===== config.mk =====
export PLATFORM = sky130hd
export DESIGN_NAME = mre_ctrl
export DESIGN_NICKNAME = d
export VERILOG_FILES = /design/src/mre_pkg.sv /design/src/mre_ctrl.sv
export SDC_FILE = /design/constraint.sdc
export NUM_CORES = 1
export LEC_CHECK = 0
export ABC_AREA = 1
export ABC_CLOCK_PERIOD_IN_PS = 1300
export BUFFER_PORTS_ARGS = -buffer_cell sky130_fd_sc_hd__buf_2
export CAP_MARGIN = 20
export CORE_AREA = 2 2 39 41
export CTS_BUF_LIST = sky130_fd_sc_hd__clkbuf_4 sky130_fd_sc_hd__clkbuf_8 sky130_fd_sc_hd__clkbuf_16
export CTS_CLUSTER_SIZE = 12
export DETAILED_ROUTE_END_ITERATION = 7
export DIE_AREA = 0 0 41 43
export GPL_TIMING_DRIVEN = 0
export PLACE_DENSITY = 0.52
export SETUP_SLACK_MARGIN = 0.2
export SLEW_MARGIN = 20
export SYNTH_ARGS = -nofsm -noshare
export SYNTH_HDL_FRONTEND = slang
export SYNTH_SLANG_ARGS = --single-unit

===== constraint.sdc =====
create_clock -name i_clk -period 1.3 [get_ports i_clk]
set_input_delay 0.26 -clock i_clk [delete_from_list [all_inputs] [get_ports i_clk]]
set_output_delay 0.26 -clock i_clk [all_outputs]
set_load 0.03 [all_outputs]

===== src/mre_pkg.sv =====
`timescale 1ns / 1ps
// ----------------------------------------------------------------------------
// mre_pkg
// Shared opcodes, status codes, field widths and the command and status
// structures between the event ring controller and its datapath.
// ----------------------------------------------------------------------------
package mre_pkg;

    localparam int OPCODE_W = 2;
    localparam int TYPE_W   = 5;
    localparam int WORD_W   = 32;
    localparam int SUBIDX_W = 4;
    localparam int SEQ_W    = 64;
    localparam int COUNT_W  = 8;
    localparam int STATUS_W = 2;

    localparam logic [OPCODE_W-1:0] OP_PUBLISH   = 2'd0;
    localparam logic [OPCODE_W-1:0] OP_SUBSCRIBE = 2'd1;
    localparam logic [OPCODE_W-1:0] OP_POLL      = 2'd2;
    localparam logic [OPCODE_W-1:0] OP_PENDING   = 2'd3;

    localparam logic [STATUS_W-1:0] ST_DONE     = 2'd0;
    localparam logic [STATUS_W-1:0] ST_NO_MATCH = 2'd1;
    localparam logic [STATUS_W-1:0] ST_REJECTED = 2'd2;

    localparam logic [COUNT_W-1:0] COUNT_MAX = 8'hFF;

    typedef struct packed {
        logic load;
        logic publish;
        logic subscribe;
        logic reject;
        logic scan_init;
        logic scan;
        logic out_load;
    } t_dp_cmd;

    typedef struct packed {
        logic [OPCODE_W-1:0] op;
        logic                idx_ok;
        logic                scan_done;
        logic                out_free;
    } t_dp_stat;

endpackage


===== src/mre_ctrl.sv =====
`timescale 1ns / 1ps
// ----------------------------------------------------------------------------
// mre_ctrl
// Controller state machine: accepts a transaction, sequences the operation
// through the datapath and hands the result to the output register.
// ----------------------------------------------------------------------------
module mre_ctrl (
    input  logic              i_clk,
    input  logic              i_rst_n,
    input  logic              i_in_valid,
    output logic              o_in_ready,
    input  mre_pkg::t_dp_stat i_stat,
    output mre_pkg::t_dp_cmd  o_cmd
);

    typedef enum logic [3:0] {
        S_IDLE   = 4'b0001,
        S_EXEC   = 4'b0010,
        S_SCAN   = 4'b0100,
        S_RESULT = 4'b1000
    } t_state;

    t_state r_state;
    t_state n_state;

    always_ff @(posedge i_clk) begin
        if (!i_rst_n) begin
            r_state <= S_IDLE;
        end else begin
            r_state <= n_state;
        end
    end

    always_comb begin
        n_state = r_state;
        o_cmd   = '0;
        unique case (r_state)
            S_IDLE: begin
                if (i_in_valid) begin
                    o_cmd.load = 1'b1;
                    n_state    = S_EXEC;
                end
            end
            S_EXEC: begin
                unique case (i_stat.op)
                    mre_pkg::OP_PUBLISH: begin
                        o_cmd.publish = 1'b1;
                        n_state       = S_RESULT;
                    end
                    mre_pkg::OP_SUBSCRIBE: begin
                        o_cmd.subscribe = 1'b1;
                        n_state         = S_RESULT;
                    end
                    default: begin
                        if (i_stat.idx_ok) begin
                            o_cmd.scan_init = 1'b1;
                            n_state         = S_SCAN;
                        end else begin
                            o_cmd.reject = 1'b1;
                            n_state      = S_RESULT;
                        end
                    end
                endcase
            end
            S_SCAN: begin
                o_cmd.scan = 1'b1;
                if (i_stat.scan_done) begin
                    n_state = S_RESULT;
                end
            end
            S_RESULT: begin
                if (i_stat.out_free) begin
                    o_cmd.out_load = 1'b1;
                    n_state        = S_IDLE;
                end
            end
            default: begin
                n_state = S_IDLE;
            end
        endcase
    end

    assign o_in_ready = (r_state == S_IDLE);

endmodule


==> results of run 1 <==
[per-stage QoR]
stage / cell area (sq um) / worst slack [ns] / util [%] / setup TNS, ns
2_1_floorplan: 330 / 0.108 / - / 0
3_3_place_gp: 425 / 0.0427 / 30.7 / 0
3_5_place_dp: 425 / 0.0354 / 30.7 / 0
4_1_cts: 546 / -0.108 / 39.4 / -0.577
5_1_grt: 551 / -0.181 / 39.8 / -1.17
6_report: 551 / -0.111 / 39.8 / -0.556
[layer usage]
metal	part of all wire, %	track usage (%)	up-vias
li1	-	-	188
met1	38	12.9	155
met2	58	17.8	8
met3	4.2	3.14	0
met4	0	8.00	0
met5	0	0	-
[worst reg2reg max path, stage by stage, from the launching register on]
cell     delay (ns)
dfxtp_2        0.33
nor2_4         0.16
buf_4          0.15
nand3_1        0.12
nand3_2        0.11
nand2_1        0.05
nand2_1        0.05
nor2_1         0.03
[cell type report]
class | count | share of cell area, %
clock buffers | 3 | 4.09
repair buffers | 19 | 28.2
well taps | 16 | 3.64
inverters | 11 | 7.50
multi-input cells | 31 | 41.4
flip-flops and latches | 4 | 15.2
[cell families after synthesis]
kind of cell / Yosys count / share of synthesized area (%)
DFF: 4 / 28.4
and+or+nand+nor: 28 / 49.3
buffers and inverters: 11 / 14.7
AOI/OAI and AO/OA: 3 / 7.56
[report_power, final]
group	internal, mW	switching [mW]	total (mW)
Combinational	0.104	0.150	0.254
Sequential	0.140	0.0185	0.158
Clock	0.103	0.0458	0.149
Total	0.346	0.214	0.561
[path summary, 6_finish.rpt]
path                                  from         end  slack, ns  cells after the start
worst max register to register  r_state[2]  r_state[3]       0.19                      7
worst max-delay path            r_state[2]    o_cmd[6]      -0.11                      5
worst min-delay path               i_rst_n  r_state[3]       0.27                      3
worst min register to register  r_state[3]  r_state[3]       0.56                      4
[placed cells by master, fill, tap and decap left out, types with 2 or more instances in the layout]
| cell | count |
|---|---|
| buf_2 | 7 |
| buf_4 | 4 |
| buf_6 | 8 |
| clkbuf_4 | 3 |
| dfxtp_2 | 3 |
| inv_1 | 10 |
| nand2_1 | 7 |
| nand3_1 | 3 |
| nor2_1 | 3 |
| nor2_2 | 3 |
| nor2_4 | 4 |
| nor3_4 | 2 |
[timing repair]
action                                  in CTS  in global routing
hold buffers                                 0                  0
gates resized for setup                     23                  1
endpoints found under the setup margin       8                 10
pin swaps                                    6                  1
buffers inserted                             4                  0
==> key figures, run 1 <==
Status
  – Status: finished with violations
  – Failing checks: negative setup slack

Finish
  – Nets: 78
  – Biggest regs: r_state: 4 flops
  – Layout area overhead: 95.6%
  – Largest reg by FF count: r_state
  – Final Non-Filler Cells: 84
  – Filler cells: 152
  – Reg area: 83.8 sq um
  – Area of the multi-input gates: ~230 sq um
  – Antenna Cells: 0
  – Proportion of layout cells with a drive suffix above 1: 57.4%
  – Largest register FFs: 4

Clock network
  – Clock root cell: clkbuf_4
  – Clock sinks: 4
  – Clk Latency, worst-skew pair: 0.23 ns
  – Maximum clock path buffer count: 2
  – H-tree Lvls: 1
  – Total CTS buffers: 3
  – CTS tree: built
  – Register clock-pin slew on the reported worst setup and hold paths: 0.04 ns

Drt
  – Detailed Route WL: 787 um
  – Number of detailed-routing iterations run before antenna repair: 2
  – Routed via count: around 350
  – DRC violations left: 0
  – Initial DRC Count: 6
  – Post-route ant nets: 0
  – DR vias/cell: 4.18
  – DR WL/cell: 9.37 um

Floorplanning
  – Boundary Pins: 16
  – Initial core utilization: 20.3%
  – Core Area: roughly 1400 sq um
  – Die ar.: 1760 sq um
  – Std cell rows: 14
  – Chip Height: 43 um
  – Chip width: 41 um

Worst setup path
  – WP data required: 1.04 ns
  – Worst Path Buf+Inv: 2
  – CP endpoint kind: primary output
  – Startpoint types: register
  – Worst Path Max Fanout: 4
  – Critical Setup Path Class: reg2out
  – Critical Path Max Stage Delay: 0.33 ns
  – Slowest cell on crit path: dfxtp_2
  – Cell repeated most along the worst path: nor2_4
  – WP data arrival: 1.15 ns
  – Kind of cell adding the most delay to the critical path: flip-flops
  – Cells along the critical path: nor2_4, buf_4, nand2_4, nor2_4, buf_6

STA
  – Final Hold Vio Count: 0
  – Slew Limit Headroom: roughly nine tenths
  – Setup Skew: 0.00301 ns
  – Final worst path period share: 109%
  – Min Hold Slack: 0.267 ns
  – Final Critical Period: 1.41 ns
  – RSZ-0062 raised after global routing: yes
  – Final number of setup-violating endpoints: 7
  – Slew Limit Fails: 0
  – Max Clock Freq: 709 MHz
  – Worst Max-Slew Pin Slew: 0.153 ns
  – Setup ws final: -0.111 ns

Yosys
  – Synth top cells by count: 11 x inv_1, 8 x nand2_1, 7 x nor2_1
  – Yosys reg bits: 4
  – Cell taking the most area after synthesis: dfxtp_1
  – EDFF count, synth: 0
  – Sequential area share after synthesis: 28.4%
  – Netlist cell types: 13
  – Most common flop cell mapped by yosys: dfxtp_1
  – Syn avg cell area: 6.12 sq um
  – Mapped Cells: between 40 and 50
  – YS warnings: 0
  – Asr flop ratio synth: 0%
  – Top cells by area, synth: dfxtp_1 28%, inv_1 15%, nand2_1 11%, nor2_1 9.3%, nand3_2 7.1%
  – Synthesized Nets: 54
  – Top cell type's share of synthesized area: 28.4%
  – Post-synthesis cell area: ~280 sq um
  – Most common cell in the netlist: inv_1

Placement
  – Placer Congestion: 0.682
  – Post-detail-place hpwl: 609 um
  – Post-Place Cells: just under 80
  – PortBufs: 15

Power
  – Power Density: approximately 1000 nW/um^2
  – Total design power: 0.561 mW
  – Worst-case vdd ir drop: 474 uV
  – Leakage: 0.288 nW

GRT
  – Vias in the first global route: roughly 370
  – Initial antenna violation count: 0
  – Largest net degree at the start of global routing: 5
  – First-pass GRT wire length: 1370 um
  – Grt total ovfl: 0
  – Gr usage total: 11.6%

Worst hold path
  – HP Class: in2reg

Run
  – Max cap viols: 0
No activity file was read; power rests on OpenSTA's default activity.
==> inputs of run 2 (changes only) <==
--- a/config.mk
+++ b/config.mk
@@ -16,6 +16,7 @@
 export DIE_AREA = 0 0 41 43
 export GPL_TIMING_DRIVEN = 0
 export PLACE_DENSITY = 0.52
+export REMOVE_ABC_BUFFERS = 1
 export SETUP_SLACK_MARGIN = 0.2
 export SLEW_MARGIN = 20
 export SYNTH_ARGS = -nofsm -noshare
==> run 2 against run 1 <==
Net effect:
- utilization rose by 2.1 points
- cell count rose by 7.1%
- clock power fell by 4%
- sequential share of layout area rose by 0.32 points
- critical path depth fell by 1
- count of clock-buffer cells in the layout did not move
- fmax fell by 0.51%
- hold slack improved by 0.0069 ns
- die area did not move
- wire length rose by 6.7%
- combinational power barely moved
- the flow still finishes with violations (negative setup slack)
- critical endpoint is now o_cmd[5]
==> key figures, run 2 (synthesis gave the netlist of run 1 again) <==
Clock network
  – Clock sinks: 4
  – Clk Latency, worst-skew pair: 0.23 ns
  – Register clock-pin slew on the reported worst setup and hold paths: 0.03 ns
  – Total CTS buffers: 3
  – Clock root cell: clkbuf_4
  – H-tree Lvls: 1
  – Maximum clock path buffer count: 2
  – CTS tree: built

Worst setup path
  – WP data arrival: 1.16 ns
  – Worst Path Max Fanout: 4
  – WP data required: 1.04 ns
  – Reg2reg start: r_state[2]
  – CP endpoint kind: primary output
  – Launch point of the worst path: r_state[2]
  – Startpoint types: register
  – Critical Setup Path Class: reg2out

Floorplanning
  – Chip width: 41 um
  – Chip Height: between 40 and 50 um
  – Std cell rows: 14
  – Initial core utilization: 20.3%
  – Core Area: around 1400 sq um
  – Die ar.: 1760 sq um
  – Boundary Pins: 16

Finish
  – Commonest cells after routing, fill and taps aside: 12 x buf_4, 8 x inv_1, 7 x nand2_1, 7 x buf_2, 6 x buf_6
  – Final Non-Filler Cells: 90
  – Largest register FFs: 4
  – Layout area overhead: 106%
  – Filler cells: about 140
  – Area of the multi-input gates: between 200 and 250 sq um
  – Biggest regs: r_state: 4 flops
  – Reg area: 90.1 sq um
  – Proportion of layout cells with a drive suffix above 1: 64.9%
  – Nets: 84
  – Antenna Cells: 0
  – Final core area utilization: 41.9%
  – Most common cell after layout, fill and taps aside: buf_4
  – Largest reg by FF count: r_state

Drt
  – Highest metal used: met4
  – DR vias/cell: around 4.3
  – Number of detailed-routing iterations run before antenna repair: 4
  – Initial DRC Count: 4
  – DRC violations left: 0
  – Wl on met1: 333 um
  – Detailed Route WL: 840 um
  – Post-route ant nets: 0
  – Routed via count: 388
  – Metal3 WL: 73 um
  – Met2 WL: approximately 430 um
  – DR WL/cell: 9.33 um

Placement
  – Post-Place Cells: slightly below 80
  – Post-detail-place hpwl: approximately 550 um
  – PortBufs: 15
  – Placer Congestion: around 0.69

Power
  – Leakage: 0.306 nW
  – Power Density: 972 nW/um^2
  – Total design power: 0.563 mW
  – Worst-case vdd ir drop: 426 uV

GRT
  – Largest net degree at the start of global routing: 5
  – Vias in the first global route: 363
  – Initial antenna violation count: 0
  – Grt total ovfl: 0
  – Gr usage total: a little over a tenth
  – First-pass GRT wire length: 1260 um

Run
  – Max cap viols: 0

Worst hold path
  – Worst hold start: i_rst_n
  – HP Class: in2reg

STA
  – Worst Max-Slew Pin Slew: about 0.17 ns
  – Final Hold Vio Count: 0
  – Final number of setup-violating endpoints: 7
  – Slew Limit Headroom: 88.7%
  – Min Hold Slack: 0.274 ns
  – Setup ws final: -0.118 ns
  – Final worst path period share: 109%
  – Max Clock Freq: a little over 700 MHz
  – Slew Limit Fails: 0
  – Setup Skew: 0.00221 ns
  – Final Critical Period: 1.42 ns
  – RSZ-0062 raised after global routing: yes

Status
  – Status: finished with violations
  – Failing checks: negative setup slack
-- run 2: cell count changes in the layout (fill, tap and decap cells not counted), moves of 2 or more --
cell     previous run  this run
inv_2               1         3
inv_1              10         8
dfxtp_4             0         2
buf_6               8         6
buf_4               4        12
-- run 2: layer usage --
metal  GRT usage [%]  vias up
li1                -      203
met1            10.3      167
met2            17.5       16
met3            4.71        2
met4            6.00        0
met5               0        -
-- run 2: cell type report --
| cell class | count | share of cell area (%) |
|---|---|---|
| multi-input combinational | 31 | 36.7 |
| timing repair buffer | 25 | 33.3 |
| sequential | 4 | 15.6 |
| inverter | 11 | 7.13 |
| clock buffer | 3 | 3.89 |
| tap | 16 | 3.46 |
-- run 2: critical path, cell delays in order, from the launching register on --
cell     delay [ns]
dfxtp_2        0.33
nor2_4         0.18
nand3_4        0.13
nor3_2         0.12
buf_4          0.18
-- run 2: per-stage QoR --
step                instance area, sq um  worst slack (ns)  TNS [ns]
floorplan                            282            -0.228    -0.456
global placement                     377            0.0128         0
detailed placement                   377           -0.0124   -0.0124
CTS                                  537            -0.117    -0.410
global route                         579            -0.178     -1.03
finish                               579            -0.118    -0.491
-- run 2: path summary, 6_finish.rpt --
kind,to,slack (ns),cells past startpoint
setup / recovery,o_cmd[5],-0.12,4
hold reg to reg,r_state[3],0.58,4
setup reg to reg,r_state[2],-0.03,7
hold / removal,r_state[3],0.27,3
-- run 2: power by group --
part / switching [mW] / total (mW) / internal [mW]
Sequential: 0.0229 / 0.164 / 0.141
Clock: 0.0408 / 0.143 / 0.103
Combinational: 0.143 / 0.256 / 0.112
-- run 2: repair_timing --
action | in CTS | in global routing
resized for setup | 26 | 9
hold buffers | 0 | 0
pin swaps | 5 | 4
setup buffers | 8 | 2
setup endpoints to repair | 8 | 11
